==> src/hdl/daesm_pkg.sv <==
`timescale 1ns / 1ps

package daesm_pkg;

	// Field and datapath widths
	localparam int SAMPLE_W   = 12;
	localparam int FRAC_W     = 16;
	localparam int BASE_W     = 29;
	localparam int WHOLE_W    = 13;
	localparam int SQ_W       = 25;
	localparam int SUM_W      = 30;
	localparam int TOL_W      = 28;
	localparam int RUN_W      = 10;
	localparam int OFFS_W     = 8;
	localparam int CFG_IDX_W  = 2;
	localparam int CFG_DATA_W = 10;

	// Ring depth default
	localparam int WINDOW_DEF = 53;

	// Configuration register indexes and reset values
	localparam logic [CFG_IDX_W-1:0] CFG_RUN_TARGET = 2'd0;
	localparam logic [CFG_IDX_W-1:0] CFG_TOL_OFFSET = 2'd1;
	localparam logic [RUN_W-1:0]     RUN_TARGET_RST = 10'd71;
	localparam logic [OFFS_W-1:0]    TOL_OFFSET_RST = 8'd5;

	// x/25 = (x * RECIP_25) >> 30, exact for x < 2^30 (x/200 = (x/8)/25)
	localparam int               RECIP_25_SH = 30;
	localparam logic [25:0]      RECIP_25    = 26'd42949673;
	// x/10 = (x * RECIP_10) >> 33, exact for x < 2^30
	localparam int               RECIP_10_SH = 33;
	localparam logic [29:0]      RECIP_10    = 30'd858993460;

	// Stage advance strobes from the pipeline control
	typedef struct packed {
		logic take;     // input beat accepted into s1
		logic adv2;     // s1 -> s2, ring read issued
		logic adv3;     // s2 -> s3, ring write and sum update
		logic adv4;     // s3 -> s4
		logic adv_out;  // s4 -> output register
	} daesm_ctl_t;

endpackage

==> src/hdl/daesm_chan.sv <==
`timescale 1ns / 1ps

// One channel: DC baseline, squared residual ring, window sum, steadiness test.
module daesm_chan #(
	parameter int  WINDOW = daesm_pkg::WINDOW_DEF,
	localparam int AW     = (WINDOW > 1) ? $clog2(WINDOW) : 1
) (
	input  logic                                  clk,
	input  logic                                  arst_n,
	input  daesm_pkg::daesm_ctl_t                 ctl,
	input  logic signed [daesm_pkg::SAMPLE_W-1:0] sample,
	input  logic [AW-1:0]                         rd_addr,
	input  logic [AW-1:0]                         wr_addr,
	input  logic [daesm_pkg::OFFS_W-1:0]          tol_offset,
	output logic [daesm_pkg::SUM_W-1:0]           sum,
	output logic                                  steady
);

	localparam int BW = daesm_pkg::BASE_W;
	localparam int SW = daesm_pkg::SUM_W;
	localparam int QW = daesm_pkg::SQ_W;

	// State registers
	logic signed [BW-1:0] base_q;
	logic [SW-1:0]        sum_q;
	logic [SW-1:0]        prev_q;
	logic [WINDOW-1:0]    filled_q;

	// Ring memory
	logic [QW-1:0]        ring_mem [WINDOW];

	// Pipeline registers
	logic signed [daesm_pkg::SAMPLE_W-1:0] sample_s1;
	logic signed [BW-1:0]                  base_s1;
	logic [QW-1:0]                         sq_s2;
	logic [QW-1:0]                         old_s2;
	logic                                  old_vld_s2;
	logic [SW-1:0]                         sum_s3;
	logic [SW-1:0]                         sum_s4;
	logic [daesm_pkg::TOL_W-1:0]           tol_s4;

	// Baseline update at accept: base += trunc((scaled - base) / 200)
	logic signed [BW-1:0] scaled0, dev, dev_neg, step_mag, step, base_nxt;
	logic [BW-2:0]        dev_mag;
	logic [BW-5:0]        dev_div8;
	logic [50:0]          quo_prod;
	logic [20:0]          quo;

	assign scaled0  = {sample[daesm_pkg::SAMPLE_W-1], sample, {daesm_pkg::FRAC_W{1'b0}}};
	assign dev      = scaled0 - base_q;
	assign dev_neg  = -dev;
	assign dev_mag  = dev[BW-1] ? dev_neg[BW-2:0] : dev[BW-2:0];
	assign dev_div8 = dev_mag[BW-2:3];
	assign quo_prod = {26'b0, dev_div8} * {25'b0, daesm_pkg::RECIP_25};
	assign quo      = quo_prod[50:daesm_pkg::RECIP_25_SH];
	assign step_mag = {8'b0, quo};
	assign step     = dev[BW-1] ? -step_mag : step_mag;
	assign base_nxt = base_q + step;

	// s1: residual truncated toward zero, then squared
	logic signed [BW-1:0]                 scaled1, diff, rnd, adj;
	logic signed [daesm_pkg::WHOLE_W-1:0] whole;
	logic signed [2*daesm_pkg::WHOLE_W-1:0] sq_full;

	assign scaled1 = {sample_s1[daesm_pkg::SAMPLE_W-1], sample_s1,
		{daesm_pkg::FRAC_W{1'b0}}};
	assign diff    = scaled1 - base_s1;
	assign rnd     = {{(BW - daesm_pkg::FRAC_W){1'b0}}, {daesm_pkg::FRAC_W{diff[BW-1]}}};
	assign adj     = diff + rnd;
	assign whole   = adj[BW-1:daesm_pkg::FRAC_W];
	assign sq_full = $signed({{daesm_pkg::WHOLE_W{whole[daesm_pkg::WHOLE_W-1]}}, whole})
		* $signed({{daesm_pkg::WHOLE_W{whole[daesm_pkg::WHOLE_W-1]}}, whole});

	// s2: running sum, entry never written reads as zero
	logic [QW-1:0] old_eff;
	logic [SW-1:0] sum_nxt;

	assign old_eff = old_vld_s2 ? old_s2 : '0;
	assign sum_nxt = sum_q - {{(SW - QW){1'b0}}, old_eff} + {{(SW - QW){1'b0}}, sq_s2};

	// s3: tolerance = sum/10 + offset
	logic [2*SW-1:0]               tenth_prod;
	logic [daesm_pkg::TOL_W-1:0]   tol;

	assign tenth_prod = {{SW{1'b0}}, sum_s3} * {{SW{1'b0}}, daesm_pkg::RECIP_10};
	assign tol = {1'b0, tenth_prod[2*SW-1:daesm_pkg::RECIP_10_SH]}
		+ {{(daesm_pkg::TOL_W - daesm_pkg::OFFS_W){1'b0}}, tol_offset};

	// s4: steady when the sum moved less than the tolerance
	logic [SW-1:0] delta;

	assign delta  = (sum_s4 >= prev_q) ? (sum_s4 - prev_q) : (prev_q - sum_s4);
	assign steady = delta < {{(SW - daesm_pkg::TOL_W){1'b0}}, tol_s4};
	assign sum    = sum_s4;

	// State with reset
	always_ff @(posedge clk or negedge arst_n) begin
		if (!arst_n) begin
			base_q     <= '0;
			sum_q      <= '0;
			prev_q     <= '0;
			filled_q   <= '0;
			old_vld_s2 <= 1'b0;
		end else begin
			if (ctl.take) begin
				base_q <= base_nxt;
			end
			if (ctl.adv2) begin
				old_vld_s2 <= filled_q[rd_addr];
			end
			if (ctl.adv3) begin
				sum_q             <= sum_nxt;
				filled_q[wr_addr] <= 1'b1;
			end
			if (ctl.adv_out) begin
				prev_q <= sum_s4;
			end
		end
	end

	// Ring memory: write from s2, registered read into s2
	always_ff @(posedge clk) begin
		if (ctl.adv3) begin
			ring_mem[wr_addr] <= sq_s2;
		end
		if (ctl.adv2) begin
			old_s2 <= ring_mem[rd_addr];
		end
	end

	// Payload pipeline
	always_ff @(posedge clk) begin
		if (ctl.take) begin
			sample_s1 <= sample;
			base_s1   <= base_nxt;
		end
		if (ctl.adv2) begin
			sq_s2 <= sq_full[QW-1:0];
		end
		if (ctl.adv3) begin
			sum_s3 <= sum_nxt;
		end
		if (ctl.adv4) begin
			sum_s4 <= sum_s3;
			tol_s4 <= tol;
		end
	end

endmodule

==> config.mk <==
export PLATFORM = sky130hd
export DESIGN_NAME = daesm_chan
export DESIGN_NICKNAME = d
export VERILOG_FILES = /design/src/hdl/daesm_pkg.sv /design/src/hdl/daesm_chan.sv
export SDC_FILE = /design/constraint.sdc
export NUM_CORES = 2
export LEC_CHECK = 0
export BUFFER_PORTS_ARGS = -buffer_cell sky130_fd_sc_hd__buf_4
export CAP_MARGIN = 25
export CORE_MARGIN = 2
export CORE_UTILIZATION = 50
export DETAILED_ROUTE_END_ITERATION = 8
export PLACE_DENSITY_LB_ADDON = 0.15
export SLEW_MARGIN = 20
export SYNTH_ARGS = -nofsm -noshare
export SYNTH_HDL_FRONTEND = slang
export SYNTH_SLANG_ARGS = --single-unit
==> constraint.sdc <==
create_clock -name clk -period 14 [get_ports clk]
set_clock_uncertainty 0.05 [all_clocks]
set_input_delay 0.7 -clock clk [delete_from_list [all_inputs] [get_ports clk]]
set_output_delay 0.7 -clock clk [all_outputs]
set_load 0.01 [all_outputs]
* Word-level counts from Yosys, hierarchy flattened
Memories as Yosys holds them, arrays and structs flattened. A register that Yosys moved wholly into a read port is not among the register bits.
Index checks and enable logic that the tools add are counted.
** Operators by class
- Add/subtract/negate cells :: 11
- Eq/ne operators :: 0
- Bitwise gates (word level) :: 1
- Reduce and logical (&&, ||, !) cells :: 1
- Multiply operators :: 3
- Div/mod/pow operators :: 0
- Magnitude comparators :: 5
- Shift-type cells :: 0
- Multiplexer cells :: 10
** Operator list (number)
- subtractor 30 bit :: 2
- multiplier 30 x 28 -> 58 bit, second input constant :: 1
- subtractor 28 x 29 -> 29 bit :: 2
- OR 53 bit :: 1
- multiplier 25 x 26 -> 51 bit, second input constant :: 1
- adder 30 x 25 -> 30 bit :: 1
- greater-or-equal comparator 30 bit :: 1
- < comparator 30 x 28 -> 1 bit :: 1
- 2-to-1 mux 30 bit :: 1
- subtractor 30 x 25 -> 30 bit :: 1
- adder 29 x 17 -> 29 bit :: 1
- adder 29 bit :: 1
- 2-to-1 mux 29 bit :: 1
- negator 21 -> 29 bit :: 1
- adder 27 x 8 -> 28 bit :: 1
- 2-to-1 mux 28 bit :: 1
- negator 28 bit :: 1
- multiplier 13 x 13 -> 25 bit :: 1
- 2-to-1 mux 25 bit :: 1
- < comparator 6 x 7 -> 1 bit, second input constant :: 2
- binary-select mux 1 bit (select 6 bit) :: 1
- demux 1 bit (select 6 bit) :: 1
- greater-or-equal comparator 6 x 1 -> 1 bit, second input constant :: 1
- 2-to-1 mux 1 bit :: 4
- logical AND 1 bit :: 1
** Storage, ports and cells
- RAM bits :: 1325
- Bits in registers :: 297
- Output and inout port bits :: 31
- ROM bits :: 0
- Memories :: 1
- Bits in latches :: 0
** Memories
- ring_mem :: depth 53, width 25, rd ports 1, clocked after memory_dff 1, wr ports 1, RTL line daesm_chan.sv:30 : logic [QW-1:0] ring_mem [WINDOW];

* Depth between registers and ports, before layout
- Depth after elaboration :: 7
- Depth in mapped cells :: 57
- Gate-level depth less buffers :: 53

* Worst setup path after synthesis
OpenSTA, ideal clock, no wires.
- Path type :: input port to flip-flop
- Start point :: input sample[1] (netlist name)
- End point :: register base_q[28]
- Stages :: 47
- Arrival time :: 13.083 ns
- Setup time :: 0.138 ns
- Data required time :: 13.812 ns
- Setup slack :: 0.729 ns
- Path buffers :: 1
- Cells stage by stage :: ha_1 > a21oi_1 > a2bb2oi_1 > o211ai_1 > a211o_1 > a21o_1 > nand2_1 > clkbuf_1 > nor2_1 > xnor2_1 > inv_1 > fa_1 > inv_1 > fa_1 > fa_1 > inv_1 > fa_1 > fa_1 > (+11 left out) > mux2i_1 > or4b_4 > nor2_1 > nand2_1 > nand2_1 > xnor2_1 > ha_1 > a2111o_1 > nor3_1 > o211a_1 > or3_1 > nand3_1 > nand3_1 > a21oi_1 > or2_2 > mux2_2 > a2111oi_0 > nand4_1
** Between the ends
- Longest elaborated chain between the ends :: 7
** Ends and longest elaborated chain
- from (decl) :: RTL line daesm_chan.sv:11 : input logic signed [daesm_pkg::SAMPLE_W-1:0] sample,
- subtractor 28 x 29 -> 29 bit (*) :: RTL line daesm_chan.sv:50 : assign dev = scaled0 - base_q;
- negator 28 bit :: RTL line daesm_chan.sv:51 : assign dev_neg = -dev;
- 2-to-1 mux 28 bit :: RTL line daesm_chan.sv:52 : assign dev_mag = dev[BW-1] ? dev_neg[BW-2:0] : dev[BW-2:0];
- multiplier 25 x 26 -> 51 bit :: RTL line daesm_chan.sv:54 : assign quo_prod = {26'b0, dev_div8} * {25'b0, daesm_pkg::RECIP_25};
- negator 21 -> 29 bit :: RTL line daesm_chan.sv:57 : assign step = dev[BW-1] ? -step_mag : step_mag;
- 2-to-1 mux 29 bit (*) :: RTL line daesm_chan.sv:57
- adder 29 bit (*) :: RTL line daesm_chan.sv:58 : assign base_nxt = base_q + step;
- to (signal assigned) :: RTL line daesm_chan.sv:106 : base_q <= base_nxt;
- to (decl) :: RTL line daesm_chan.sv:24 : logic signed [BW-1:0] base_q;
Mark *: on every way between the ends. The rest lies on a longest branch, timed or not.
A chain may end at the register's enable or synchronous reset.

* Worst setup path in the final report
Same ends and word-level chain as after synthesis.

==> impl_results.md <==
- Hold Crit Class: in2reg
- WL/cell: ~24 um
- Yosys top cell by area: edfxtp_1
- Mean Syn Cell Area: 13.2 sq um
- Slew @ Worst Pin: 1110 ps
- Most common cell in the netlist: edfxtp_1
- Post-route cell area: 113,000 sq um
- Top-area cell type share of the netlist area: 43.1%
- Max stage delay on crit path: 600 ps
- CTS tree: built
- Detailed Route WL: 261,000 um
- Crit path buf inv count: 11
- Placement Setup Slack: around 430 ps
- Main area contributors after synthesis: edfxtp_1 43%, fa_1 14%, ha_1 10%
- Tcrit/Tclk final: approximately 94%
- Setup_tns: 0 ps
- Final setup margin: 862 ps
- Cells on worst reg2reg path: 48
- Final nets: 9,518
- EDFF count, synth: 1,449
- Placer Congestion: approximately 0.95
- Mapped Area: 101,000 sq um
- Commonest register cell after synthesis: edfxtp_1
- Crit path arrival time: 13,740 ps
- Final Max Slew Viols: 0
- Post-synthesis cell type count: 98
- Drt via density: 5.65
- Area post-placement: 107,000 sq um
- Top Family by Delay on Critical Path: adder cells
- ANT nets after route: 0
- CTS clk-pin slew, worst paths: 60 ps
- HPWL after DPL: between 150,000 and 200,000 um
- H-tree depth: 4
- GRT overflow: 0
- Status: finished, final reports clean
- Commonest cells post-synth: 1,449 x edfxtp_1, 1,320 x inv_1, 805 x ha_1
- DR top layer: met5
- RSZ-0062 raised after global routing: no
- Iteration-0 DRC Markers: 5,322
- DRC: 0
- FFs w/ async S/R, synth: 8.98%
- Drt first pass iters: 6
- Rows: 165
- # setup viols final: 0
- Maximum fanout along the worst path: 7
- Yosys reg bits: between 1,500 and 2,000
- Vias in the first global route: roughly 63,000
- Met3 WL post-DR: between 10,000 and 15,000 um
- Period minus WS final: roughly 13,000 ps
- Sink Count: 1,592
- Fill cell count: 16,400
- Reg area: between 40,000 and 50,000 sq um
- Initial antenna violation count: 8
- Synth warnings: 0
- Setup crit start kind: input port
- Die Ht: 454 um
- Largest net degree at the start of global routing: between 100 and 150
- Area grow syn2layout: 11.6%
- Max-cap violations: 0
- Die footprint: 206,000 sq um
- Inserted Clock Buffers: roughly 170
- Layout cell share with drive strength beyond 1: 14.0%
- Hold depth: 1
- Mapped Cells: 7,632
- Slew headroom: 25.4%
- Hold Fails Final Rpt: 0
- Worst path slowest cell: fa_1
- Post-synthesis sequential area ratio: 46.6%
- First-pass GRT wire length: 398,000 um
- Initial Utilization: 50.2%
- Met1 Routed Length: 113,000 um
- Clock latency on the worst-skew pair: around 800 ps
- Die extent in x: 454 um
- IO buf count: between 60 and 70
- Core Region: between 200,000 and 250,000 sq um
- Ports: 70
- CP Depth: between 50 and 60
- Worst setup EP type: flip-flop
- Peak Freq: ~76 MHz
- Syn_nets: 9,190
- Clock Tree Root: clkbuf_16
- R2R Setup Slk: 900 ps
- Critical Path RT: 14,610 ps
- CP most frequent cell: fa_1
- Met2 WL: 127,000 um
- CP Class: in2reg
- Vias: 60,800
- Clock buffer depth: 3
- Multi-input gate area: 48,500 sq um
- GRT Total Usage: 25.9%
-- worst reg2reg max path, delay by kind of cell (launching register included) --
| family | cells | cell delay (ps) |
|---|---|---|
| AND/OR/NAND/NOR | 15 | 4130 |
| adder cells (fa/ha/maj) | 10 | 4000 |
| AO/OA/AOI/OAI | 9 | 2190 |
| buffers and inverters | 9 | 1200 |
| XOR/XNOR | 4 | 700 |
| flip-flops | 1 | 500 |
| multiplexers | 1 | 280 |
-- area by class of cell --
| cell class | count | area share [%] |
|---|---|---|
| antenna | 2 | 0.00444 |
| sequential | 1592 | 41.7 |
| clock buffer | 202 | 3.87 |
| timing repair buffer | 378 | 2.97 |
| tap | 2672 | 2.96 |
| inverter | 1321 | 4.40 |
| multi-input combinational | 4501 | 43.0 |
| clock inverter | 105 | 1.07 |
-- placed cells by master (no fill, tap or decap), types with 40 or more instances in the layout --
master / n
edfxtp_1: 1449
inv_1: 1319
ha_1: 805
fa_1: 714
buf_4: 337
mux4_2: 312
nor2_1: 308
a21oi_1: 283
nand2_1: 262
o21ai_0: 225
xnor2_1: 188
clkbuf_16: 169
mux2i_1: 149
dfrtp_1: 143
a21o_1: 125
xor2_1: 102
nand3_1: 85
nor3_1: 82
or2_2: 81
o21bai_1: 51
nand2b_1: 49
nand4_1: 43
and2_1: 40
nor2b_1: 40
-- sequential cells by signal, indices dropped and copies added, names as in the netlist --
| signal | flops |
|---|---|
| tol_s4 | 28 |
| old_vld_s2 | 1 |
| base_q | 29 |
| sum | 30 |
| filled_q | 53 |
| sum_q | 30 |
| sample_s1 | 12 |
| sum_s3 | 30 |
| ring_mem | 1272 |
| sq_s2 | 24 |
| old_s2 | 24 |
| prev_q | 30 |
| base_s1 | 29 |
-- worst paths after layout --
kind,from,end
min in group asynchronous,arst_n,base_q[28]
worst min-delay path,sample[11],sample_s1[11]
worst max-delay path,sample[1],base_q[28]
max in group asynchronous,arst_n,filled_q[39]
worst min register to register,filled_q[41],filled_q[41]
worst max register to register,base_q[1],base_q[28]
-- per-layer routing --
metal  GRT usage [%]  vias to the layer above
li1                -                    27600
met1            36.2                    31200
met2            43.2                     1778
met3            3.43                      320
met4            6.06                        2
met5               0                        -
-- cell families after synthesis --
kind of cell | synth area share, %
flip-flops | 46.6
multiplexers | 8.83
AND/OR/NAND/NOR | 5.75
buffers and inverters | 5.73
adder cells (fa/ha/maj) | 24.1
XOR/XNOR | 2.58
AO/OA/AOI/OAI | 6.40
-- what timing repair did --
item	CTS	global route
hold buffers	12	0
buffers inserted	0	0
gates resized for setup	0	9
hold endpoints to repair	67	0
endpoints found under the setup margin	0	7
-- stage by stage --
step	hold slack (ps)	cells	utilization (%)
final	123	10800	56.0
after global routing	82.2	10800	56.0
after CTS	45.7	10800	55.9
after detailed placement	398	10400	53.1
after global placement	395	10400	52.8
after floorplan	354	7632	-
Power is not shown: default switching activity piles up to over one toggle a cycle in this logic, so the estimate is an artifact.
